### src/hw/rtl/trdt_pkg.sv
// Shared types and constants for the trace replay delay timer.
// No dependencies; imported by every module of the block.
`timescale 1ns / 1ps

package trdt_pkg;

  // Time base and limits, in tenths of a millisecond
  localparam logic [13:0] TENTHS_PER_SEC = 14'd10000;
  localparam logic [13:0] BORROW_BASE    = 14'd9999;
  localparam logic [13:0] MAX_STEP       = 14'd9999;
  localparam logic [15:0] MAX16          = 16'hFFFF;

  // Configuration register indexes
  localparam logic [1:0] CFG_DELAY_STEP    = 2'd0;
  localparam logic [1:0] CFG_OVERFLOW_MARK = 2'd1;
  localparam logic [1:0] CFG_AUTO_FLOOR    = 2'd2;
  localparam logic [1:0] CFG_START_FLOOR   = 2'd3;

  // Request codes
  localparam logic REQ_INIT  = 1'b0;
  localparam logic REQ_STAMP = 1'b1;

  // One input item as held in the input register
  typedef struct packed {
    logic        req_type;
    logic [15:0] stamp_seconds;
    logic [13:0] stamp_tenth_ms;
    logic [15:0] read_level;
    logic [15:0] write_fill;
    logic        buffer_stopped;
  } item_t;

  // Adaptive extra delay and reload floor
  typedef struct packed {
    logic [13:0] tenth_ms;
    logic [15:0] seconds;
    logic [15:0] floor_value;
  } delay_t;

endpackage

### src/hw/rtl/trace_replay_delay_timer.sv
// Top level of the trace replay delay timer: ports, configuration registers,
// input and result registers. Depends on trdt_pkg, trdt_delay, trdt_reload.
//
//   Channel | Ports                                         | Direction
//   --------+-----------------------------------------------+----------
//   input   | in_valid/in_ready, in_req_type .. in_buffer_* | in
//   result  | out_valid/out_ready, out_reload_value, ...    | out
//   config  | cfg_wr_en, cfg_index, cfg_data                | in
//
// One item per cycle while the result side does not stall: a transfer lands in
// the input register, the delay and reload logic works on it combinationally
// and writes the result register, whose valid rises as the item leaves.
// An initialise request gives no result and never waits on the result side.
// A stalled result holds; a timestamped item then waits in the input register
// and in_ready stays low until the result transfers. Synchronous active-low
// reset clears the valid flags and delay and reference state and loads the
// configuration defaults; item and result data registers are not reset.
`timescale 1ns / 1ps

module trace_replay_delay_timer (
  input  logic        clk,
  input  logic        rst_n,
  input  logic        in_valid,
  output logic        in_ready,
  input  logic        in_req_type,
  input  logic [15:0] in_stamp_seconds,
  input  logic [13:0] in_stamp_tenth_ms,
  input  logic [15:0] in_read_level,
  input  logic [15:0] in_write_fill,
  input  logic        in_buffer_stopped,
  output logic        out_valid,
  input  logic        out_ready,
  output logic [15:0] out_reload_value,
  output logic        out_floor_applied,
  input  logic        cfg_wr_en,
  input  logic [1:0]  cfg_index,
  input  logic [15:0] cfg_data
);
  import trdt_pkg::*;

  logic [13:0] delay_step_r;
  logic [15:0] overflow_mark_r;
  logic        auto_floor_r;
  logic [15:0] start_floor_r;

  item_t       s1_item_r;
  logic        s1_valid_r;
  logic        s1_adv;
  logic        out_valid_r;
  logic        out_valid_nxt;
  logic [15:0] out_reload_r;
  logic        out_floor_r;

  delay_t      delay_new;
  logic [15:0] reload_value;
  logic        floor_applied;

  // Configuration writes
  always_ff @(posedge clk) begin
    if (!rst_n) begin
      delay_step_r    <= 14'd100;
      overflow_mark_r <= 16'd32768;
      auto_floor_r    <= 1'b0;
      start_floor_r   <= 16'd0;
    end else if (cfg_wr_en) begin
      case (cfg_index)
        CFG_DELAY_STEP:    delay_step_r    <= cfg_data[13:0];
        CFG_OVERFLOW_MARK: overflow_mark_r <= cfg_data;
        CFG_AUTO_FLOOR:    auto_floor_r    <= cfg_data[0];
        CFG_START_FLOOR:   start_floor_r   <= cfg_data;
        default:           delay_step_r    <= delay_step_r;
      endcase
    end
  end

  // Advance the input register when its item needs no result slot or one is free
  assign s1_adv   = s1_valid_r &&
                    ((s1_item_r.req_type == REQ_INIT) || !out_valid_r || out_ready);
  assign in_ready = !s1_valid_r || s1_adv;

  always_ff @(posedge clk) begin
    if (!rst_n) begin
      s1_valid_r <= 1'b0;
    end else if (in_ready) begin
      s1_valid_r <= in_valid;
    end
  end

  always_ff @(posedge clk) begin
    if (in_valid && in_ready) begin
      s1_item_r.req_type       <= in_req_type;
      s1_item_r.stamp_seconds  <= in_stamp_seconds;
      s1_item_r.stamp_tenth_ms <= in_stamp_tenth_ms;
      s1_item_r.read_level     <= in_read_level;
      s1_item_r.write_fill     <= in_write_fill;
      s1_item_r.buffer_stopped <= in_buffer_stopped;
    end
  end

  trdt_delay u_delay (
    .clk           (clk),
    .rst_n         (rst_n),
    .adv           (s1_adv),
    .item          (s1_item_r),
    .delay_step    (delay_step_r),
    .overflow_mark (overflow_mark_r),
    .auto_floor    (auto_floor_r),
    .start_floor   (start_floor_r),
    .delay_new     (delay_new)
  );

  trdt_reload u_reload (
    .clk           (clk),
    .rst_n         (rst_n),
    .adv           (s1_adv),
    .item          (s1_item_r),
    .delay_new     (delay_new),
    .reload_value  (reload_value),
    .floor_applied (floor_applied)
  );

  // Result register: load on a timestamped item, drop on a transfer
  always_comb begin
    out_valid_nxt = out_valid_r;
    if (s1_adv && (s1_item_r.req_type == REQ_STAMP)) begin
      out_valid_nxt = 1'b1;
    end else if (out_ready) begin
      out_valid_nxt = 1'b0;
    end
  end

  always_ff @(posedge clk) begin
    if (!rst_n) begin
      out_valid_r <= 1'b0;
    end else begin
      out_valid_r <= out_valid_nxt;
    end
  end

  always_ff @(posedge clk) begin
    if (s1_adv && (s1_item_r.req_type == REQ_STAMP)) begin
      out_reload_r <= reload_value;
      out_floor_r  <= floor_applied;
    end
  end

  assign out_valid         = out_valid_r;
  assign out_reload_value  = out_reload_r;
  assign out_floor_applied = out_floor_r;

endmodule

### src/hw/rtl/trdt_delay.sv
// Adaptive extra delay and reload floor: state registers and update logic.
// Depends on trdt_pkg.
`timescale 1ns / 1ps

module trdt_delay (
  input  logic                clk,
  input  logic                rst_n,
  input  logic                adv,
  input  trdt_pkg::item_t     item,
  input  logic [13:0]         delay_step,
  input  logic [15:0]         overflow_mark,
  input  logic                auto_floor,
  input  logic [15:0]         start_floor,
  output trdt_pkg::delay_t    delay_new
);
  import trdt_pkg::*;

  delay_t      dly_r;
  delay_t      dly_nxt;
  logic [13:0] step;
  logic        grow;
  delay_t      base;
  logic [14:0] grow_sum;

  // Clamp the step to one second less a tick
  assign step = (delay_step > MAX_STEP) ? MAX_STEP : delay_step;
  assign grow = (item.read_level > overflow_mark) && (item.write_fill != 16'd0);

  // Stop flag clears delay and floor before a step is applied
  assign base     = item.buffer_stopped ? '0 : dly_r;
  assign grow_sum = {1'b0, base.tenth_ms} + {1'b0, step};

  // Work out the updated delay and floor for the item in the input register
  always_comb begin
    dly_nxt = dly_r;
    if (item.req_type == REQ_INIT) begin
      dly_nxt.tenth_ms    = '0;
      dly_nxt.seconds     = '0;
      dly_nxt.floor_value = start_floor;
    end else if (grow) begin
      dly_nxt = base;
      if (grow_sum > {1'b0, TENTHS_PER_SEC}) begin
        dly_nxt.tenth_ms = 14'(grow_sum - {1'b0, TENTHS_PER_SEC});
        if (base.seconds != MAX16) begin
          dly_nxt.seconds = base.seconds + 16'd1;
        end
      end else begin
        dly_nxt.tenth_ms = grow_sum[13:0];
      end
      if (auto_floor && (base.floor_value != MAX16)) begin
        dly_nxt.floor_value = base.floor_value + 16'd1;
      end
    end else if (item.buffer_stopped) begin
      dly_nxt = '0;
    end else if ((dly_r.tenth_ms == 14'd0) && (dly_r.seconds == 16'd0)) begin
      dly_nxt = dly_r;
    end else if ((dly_r.tenth_ms < step) && (dly_r.seconds == 16'd0)) begin
      dly_nxt.tenth_ms = '0;
    end else if (dly_r.tenth_ms >= step) begin
      dly_nxt.tenth_ms = dly_r.tenth_ms - step;
    end else begin
      dly_nxt.seconds  = dly_r.seconds - 16'd1;
      dly_nxt.tenth_ms = TENTHS_PER_SEC - step;
    end
  end

  // Commit when the item leaves the input register
  always_ff @(posedge clk) begin
    if (!rst_n) begin
      dly_r <= '0;
    end else if (adv) begin
      dly_r <= dly_nxt;
    end
  end

  assign delay_new = dly_nxt;

endmodule

### src/hw/rtl/trdt_reload.sv
// Reload computation: reference timestamp registers, elapsed time plus
// extra delay, wrap to 16 bits and floor. Depends on trdt_pkg.
`timescale 1ns / 1ps

module trdt_reload (
  input  logic              clk,
  input  logic              rst_n,
  input  logic              adv,
  input  trdt_pkg::item_t   item,
  input  trdt_pkg::delay_t  delay_new,
  output logic [15:0]       reload_value,
  output logic              floor_applied
);
  import trdt_pkg::*;

  logic [15:0] prev_seconds_r;
  logic [13:0] prev_tenth_ms_r;
  logic [13:0] frac;
  logic        earlier;
  logic [15:0] ref_sec;
  logic [13:0] ref_frac;
  logic [13:0] msr0;
  logic [15:0] secr0;
  logic [14:0] msum;
  logic [13:0] msr;
  logic        carry;
  logic [15:0] secr;
  logic [29:0] prod;
  logic [15:0] raw;

  // Clamp the fraction; the clamped value is also the new reference
  assign frac = (item.stamp_tenth_ms > BORROW_BASE) ? BORROW_BASE : item.stamp_tenth_ms;

  // A stamp earlier than the reference restarts the reference at zero
  assign earlier  = (item.stamp_seconds < prev_seconds_r) ||
                    ((item.stamp_seconds == prev_seconds_r) && (frac < prev_tenth_ms_r));
  assign ref_sec  = earlier ? 16'd0 : prev_seconds_r;
  assign ref_frac = earlier ? 14'd0 : prev_tenth_ms_r;

  // Elapsed time, borrowing one second when the fraction runs under
  always_comb begin
    if (frac >= ref_frac) begin
      msr0  = frac - ref_frac;
      secr0 = item.stamp_seconds - ref_sec;
    end else begin
      msr0  = BORROW_BASE - ref_frac + frac;
      secr0 = item.stamp_seconds - ref_sec - 16'd1;
    end
  end

  // Add the extra delay, carrying into seconds
  assign msum  = {1'b0, msr0} + {1'b0, delay_new.tenth_ms};
  assign carry = (msum >= {1'b0, TENTHS_PER_SEC});
  assign msr   = carry ? 14'(msum - {1'b0, TENTHS_PER_SEC}) : msum[13:0];
  assign secr  = secr0 + {15'd0, carry} + delay_new.seconds;

  // Scale seconds, wrap to 16 bits and raise to the floor
  assign prod = 30'(secr) * 30'(TENTHS_PER_SEC);
  assign raw  = prod[15:0] + {2'b00, msr};

  assign floor_applied = (raw < delay_new.floor_value);
  assign reload_value  = floor_applied ? delay_new.floor_value : raw;

  // Hold the reference timestamp of the last timestamped message
  always_ff @(posedge clk) begin
    if (!rst_n) begin
      prev_seconds_r  <= '0;
      prev_tenth_ms_r <= '0;
    end else if (adv && (item.req_type == REQ_STAMP)) begin
      prev_seconds_r  <= item.stamp_seconds;
      prev_tenth_ms_r <= frac;
    end
  end

endmodule

### config.mk
export PLATFORM = sky130hd
export DESIGN_NAME = trace_replay_delay_timer
export DESIGN_NICKNAME = d
export VERILOG_FILES = /design/src/hw/rtl/trdt_pkg.sv /design/src/hw/rtl/trace_replay_delay_timer.sv /design/src/hw/rtl/trdt_delay.sv /design/src/hw/rtl/trdt_reload.sv
export SDC_FILE = /design/constraint.sdc
export NUM_CORES = 1
export LEC_CHECK = 0
export BUFFER_PORTS_ARGS = -buffer_cell sky130_fd_sc_hd__buf_2
export CAP_MARGIN = 15
export CORE_MARGIN = 2
export CORE_UTILIZATION = 40
export CTS_BUF_LIST = sky130_fd_sc_hd__clkbuf_16
export DETAILED_ROUTE_END_ITERATION = 10
export GPL_TIMING_DRIVEN = 0
export SKIP_LAST_GASP = 1
export SYNTH_ARGS = -nofsm -noshare
export SYNTH_HDL_FRONTEND = slang
export SYNTH_SLANG_ARGS = --single-unit
export TNS_END_PERCENT = 100
### constraint.sdc
create_clock -name clk -period 15.3 [get_ports clk]
set_clock_uncertainty 0.1 [all_clocks]
set_input_delay 0.765 -clock clk [delete_from_list [all_inputs] [get_ports clk]]
set_output_delay 0.765 -clock clk [all_outputs]
set_load 0.02 [all_outputs]
==> flow_summary.json, run 1 <==
{
  "syn2layout_area_growth_pct": 19.1,
  "reg2reg_depth": 72,
  "synth_area_um2": 17200,
  "cp-start-kind": "register",
  "hold_buffers": 0,
  "grt_max_degree": 31,
  "io_pins": 106,
  "fmax_ghz": 0.0679,
  "die_width_um": 211,
  "fin_crit_ns": 14.72,
  "cts_tree": "yes",
  "root_buffer": "clkbuf_16",
  "drive_gt1_frac": 0.160,
  "path_common_cell": "inv_1",
  "grt_pass1_vias": 15216,
  "max-cap-violations": 0,
  "drc": 0,
  "antenna_cells": 0,
  "synthArstFlopShare": 0,
  "fin_nets": 2624,
  "layout_commonest_cell": "nand2_1",
  "cts_sinks": 206,
  "layout.cells.most_common_list": "nand2_1 (289), a21oi_1 (171), ha_1 (168), nor2_1 (163), inv_1 (162)",
  "final.setup.tns_ns": 0,
  "numCtsBuffers": 25,
  "clockBufferDepth": 3,
  "drtIter0Drc": 1212,
  "worstSetupPathType": "reg -> reg",
  "wire_per_inst_um": 18.3,
  "std_cell_rows": 76,
  "tightest_slew_ns": 1.18,
  "gp_congestion": 0.987,
  "status": "completed",
  "grt_use_met1": 0.313,
  "vias": 15981,
  "post-route-period-util": 0.962,
  "synthTopCellsByArea": "dfxtp_1 (15%), edfxtp_1 (14%), ha_1 (14%)",
  "io_buffers": 105,
  "cp-end-kind": "register",
  "worstHoldPathType": "in -> reg",
  "synth_cells": 2122,
  "dr.pass1.iters": 5,
  "dieArea_um2": 44700,
  "grt-ovfl-total": 0,
  "cp_slowest_cell": "or4_4",
  "finalSetupViolCount": 0,
  "required_ns": 15.57,
  "syn_area_per_cell_um2": 8.12,
  "critPathArrivalTime_ns": 14.99,
  "core-area_um2": 42800,
  "routed_wl_um": 52800,
  "hold_viol": 0,
  "synth_seq_cells": 206,
  "slew_headroom": 0.208,
  "synth_edf_count": 81,
  "h-tree-depth": 1,
  "yosysSeqAreaShare": 0.287,
  "start_util": 0.402,
  "clk_pin_slew_ns": 0.06,
  "r2r-start": "s1_item_r[38]",
  "grtUsageTotal": 0.231,
  "synth_area_leader_cell": "dfxtp_1",
  "syn_nets": 2429,
  "drv_slew": 0,
  "yosysUniqueCellTypes": 90,
  "ys_warn_count": 0,
  "nFillCells": 4169,
  "hold_depth": 1,
  "grt.met2_usage": 0.380,
  "hpwl_um": 41400,
  "grt_pass1_wl_um": 81600,
  "top_usage_layer": "met2",
  "holdPathEnd": "s1_item_r[45]",
  "path_max_fanout": 10,
  "dieHeight_um": 211,
  "antenna_left": 0,
  "routed_via_density": 5.55,
  "cpPeakStageDelay_ns": 0.55,
  "reg2reg_slack_ns": 0.58,
  "synth.top_cell.area_share": 0.145,
  "antenna_found_initial": 2,
  "synth_ff_type": "dfxtp_1",
  "clock_latency_ns": 0.56,
  "hold_start": "in_stamp_tenth_ms[12]",
  "r2r-end": "out_reload_value[15]",
  "grtUsageMet3": 0.0312
}
stage by stage:
stage          std cells  instance area (um2)   util  hold slack, ns  worst slack, ns
2_1_floorplan       2122                17200      -           0.332            0.215
3_3_place_gp        2773                18400  0.431           0.341            -2.81
3_5_place_dp        2776                18500  0.432           0.347            -3.00
4_1_cts             2851                19800  0.462           0.259          0.00421
5_1_grt             2882                20500  0.479           0.265           -0.145
6_report            2882                20500  0.479           0.279            0.582
routing by layer:
layer / vias up / routed length, um
met4: 0 / 1710
li1: 7895 / -
met5: - / 0
met3: 100 / 3220
met1: 7521 / 23900
met2: 465 / 24000
logic make-up (layout without fill, tap and decap cells):
kind of cell,Yosys count,after routing,share of synthesized area
and+or+nand+nor,766,766,0.209
AOI/OAI and AO/OA,529,529,0.196
DFF,206,206,0.287
xor gates and xnor gates,142,142,0.0738
buffers and inverters,245,459,0.0543
adders and majority gates,221,221,0.172
muxes,13,13,0.00799
flip-flops by register name, summed over array words and instances, names as in the netlist:
register                  cells
start_floor_r                16
u_delay.dly_r                46
out_floor_applied             1
out_valid                     1
out_reload_value             16
s1_item_r                    64
auto_floor_r                  1
s1_valid_r                    1
delay_step_r                 14
u_reload.prev_seconds_r      16
u_reload.prev_tenth_ms_r     14
overflow_mark_r              16
cell usage after synthesis (39+ instances only):
cell and number:
a21o_1 39, a21oi_1 187, clkbuf_1 72, dfxtp_1 125
edfxtp_1 81, ha_1 193, inv_1 161, nand2_1 297
nand3_1 51, nor2_1 169, nor3_1 46, o21ai_0 73
xnor2_1 89, xor2_1 51
worst max-delay path by stage:
| stage | slack (ns) | cells past startpoint | to | startpoint |
|---|---|---|---|---|
| floorplan | 0.22 | 74 | out_reload_value[14] | s1_item_r[37] |
| global placement | -2.81 | 74 | out_reload_value[4] | s1_item_r[37] |
| detailed placement | -3.00 | 74 | out_reload_value[5] | s1_item_r[37] |
| CTS | 0.004 | 70 | out_reload_value[1] | s1_item_r[37] |
| global route | -0.14 | 74 | out_reload_value[15] | s1_item_r[38] |
| finish | 0.58 | 72 | out_reload_value[15] | s1_item_r[38] |
layout make-up:
type | count | area [um2] | area share
plain buffers | 77 | 387 | 0.0189
inverters | 164 | 616 | 0.0300
repair buffers | 172 | 1050 | 0.0514
clock buffers | 25 | 626 | 0.0305
flip-flops and latches | 206 | 4930 | 0.241
multi-input cells | 1671 | 12100 | 0.589
clock inverters | 21 | 126 | 0.00616
well taps | 546 | 683 | 0.0333
timing repair:
action | CTS | global route
resized for setup | 79 | 111
setup buffers | 32 | 32
pin swaps | 23 | 62
setup endpoints to repair | 17 | 17
critical path: cells and delay by family, from the launching register on:
kind	cells	cell delay, ns
AOI/OAI and AO/OA	20	3.86
and+or+nand+nor	15	2.31
buffers and inverters	16	1.68
DFF	1	0.37
adders and majority gates	13	4.44
xor gates and xnor gates	8	1.75
Power of run 1 is not shown: default switching activity piles up to over one toggle a cycle in this logic, so the estimate is an artifact.
==> inputs of run 2 (changes only) <==
--- a/config.mk
+++ b/config.mk
@@ -12,6 +12,7 @@
 export CTS_BUF_LIST = sky130_fd_sc_hd__clkbuf_16
 export DETAILED_ROUTE_END_ITERATION = 10
 export GPL_TIMING_DRIVEN = 0
+export RECOVER_POWER = 50
 export SKIP_LAST_GASP = 1
 export SYNTH_ARGS = -nofsm -noshare
 export SYNTH_HDL_FRONTEND = slang
==> run 2 against run 1 <==
The run now ends with capacitance limit, slew limit left. Highest routed layer unchanged. First-iteration DRC count shrank 1.5%. Via count shrank 0.39%. Flip-flop and latch count is the same. Final cell count is the same. Sequential share of layout area grew 0.087 points. Count of clock-buffer cells in the layout is the same. Global-route usage is the same. Setup slack gained 0.0027 ns.
==> flow_summary.json, run 2 (same netlist as run 1, synthesis figures left out) <==
{
  "gp_congestion": 0.987,
  "worstSetupPathType": "reg -> reg",
  "r2r-start": "s1_item_r[38]",
  "cp-start-kind": "register",
  "cpPeakStageDelay_ns": 0.55,
  "post-route-period-util": 0.962,
  "clock_latency_ns": 0.56,
  "h-tree-depth": 1,
  "grt_max_degree": 31,
  "routed_wl_um": 52700,
  "drtIter0Drc": 1194,
  "fin_nets": 2624,
  "dr.pass1.iters": 5,
  "largest_register_ffs": 64,
  "layout.cells.most_common_list": "nand2_1 (289), a21oi_1 (171), ha_1 (168), nor2_1 (163), inv_1 (162)",
  "layout_commonest_cell": "nand2_1",
  "vias": 15919,
  "postPlaceCellArea_um2": 18500,
  "drv_slew": 31,
  "reg2reg_depth": 75,
  "r2r-end": "out_reload_value[15]",
  "worstHoldPathType": "in -> reg",
  "critPathArrivalTime_ns": 14.99,
  "fin_crit_ns": 14.72,
  "slew_headroom": -0.0327,
  "finalSetupViolCount": 0,
  "hold_viol": 0,
  "io_pins": 106,
  "grtUsageTotal": 0.231,
  "tightest_slew_ns": 1.55,
  "cts_sinks": 206,
  "grt_pass1_vias": 15216,
  "reg2reg_slack_ns": 0.58,
  "status": "finished, violations left",
  "violations": "capacitance limit, slew limit",
  "holdPathEnd": "s1_item_r[45]",
  "final_cell_area_um2": 20400,
  "syn2layout_area_growth_pct": 18.6,
  "largest_registers": "s1_item_r x64, u_delay.dly_r x46",
  "fmax_ghz": 0.0680,
  "clockBufferDepth": 3,
  "dieArea_um2": 44700,
  "cp_slowest_cell": "or4_4",
  "drc": 0,
  "required_ns": 15.57,
  "drive_gt1_frac": 0.149,
  "worst-path-buf-inv": 17,
  "path_max_fanout": 7,
  "path_common_cell": "inv_1",
  "critPathTopFamily": "adder cells",
  "grt_pass1_wl_um": 81600,
  "antenna_cells": 0,
  "hpwl_um": 41400,
  "dieHeight_um": 211,
  "start_util": 0.402,
  "max-cap-violations": 1,
  "root_buffer": "clkbuf_16",
  "routed_via_density": 5.52,
  "grt-ovfl-total": 0,
  "numCtsBuffers": 25,
  "die_width_um": 211,
  "antenna_found_initial": 2,
  "core-area_um2": 42800,
  "std_cell_rows": 76,
  "wire_per_inst_um": 18.3,
  "clk_pin_slew_ns": 0.06,
  "hold_depth": 1,
  "io_buffers": 105,
  "hold_start": "in_stamp_tenth_ms[12]",
  "top_register": "s1_item_r",
  "cts_tree": "yes",
  "cp-end-kind": "register",
  "antenna_left": 0
}
==> run 2: metrics by stage <==
step | worst slack (ns) | hold WS, ns | std cells | setup TNS, ns | util
after floorplan | 0.215 | 0.332 | 2122 | 0 | -
after global placement | -2.81 | 0.341 | 2773 | -45.48 | 0.431
after detailed placement | -3.00 | 0.347 | 2776 | -48.58 | 0.432
after CTS | 0.00421 | 0.259 | 2851 | 0 | 0.462
after global routing | -0.145 | 0.265 | 2882 | -1.32 | 0.477
final | 0.585 | 0.278 | 2882 | 0 | 0.477
==> run 2: timing repair <==
action | CTS | global route
buffers inserted | 32 | 32
hold buffers | 0 | 0
endpoints found under the hold margin | 0 | 0
resized for setup | 79 | 111
endpoints found under the setup margin | 17 | 17
pin swaps | 23 | 62
==> run 2: worst reg2reg max path, delay by kind of cell (launching register included) <==
family	cells	cell delay, ns
AO/OA/AOI/OAI	23	4.14
XOR/XNOR	8	1.75
AND/OR/NAND/NOR	14	2.19
flip-flops	1	0.37
adder cells (fa/ha/maj)	13	4.29
buffers and inverters	17	1.68
==> run 2: cell type report <==
type,instances,area [um2]
Buffer,77,387
Clock buffer,25,626
Clock inverter,21,126
Fill cell,4190,22400
Inverter,164,616
Multi-Input combinational cell,1671,12100
Sequential cell,206,4930
Tap cell,546,683
Timing Repair Buffer,172,996
==> run 2: worst max-delay path by stage <==
stage	start	end	cells after the start
floorplan	s1_item_r[37]	out_reload_value[14]	74
global placement	s1_item_r[37]	out_reload_value[4]	74
detailed placement	s1_item_r[37]	out_reload_value[5]	74
CTS	s1_item_r[37]	out_reload_value[1]	70
global route	s1_item_r[38]	out_reload_value[15]	74
finish	s1_item_r[38]	out_reload_value[15]	75
==> run 2: layer usage <==
layer / global-route usage / wire (um) / up-vias
li1: - / - / 7889
met1: 0.313 / 23600 / 7475
met2: 0.380 / 24100 / 461
met3: 0.0312 / 3400 / 94
met4: 0.0724 / 1660 / 0
met5: 0 / 0 / -
Power of run 2 is left out for the same reason.
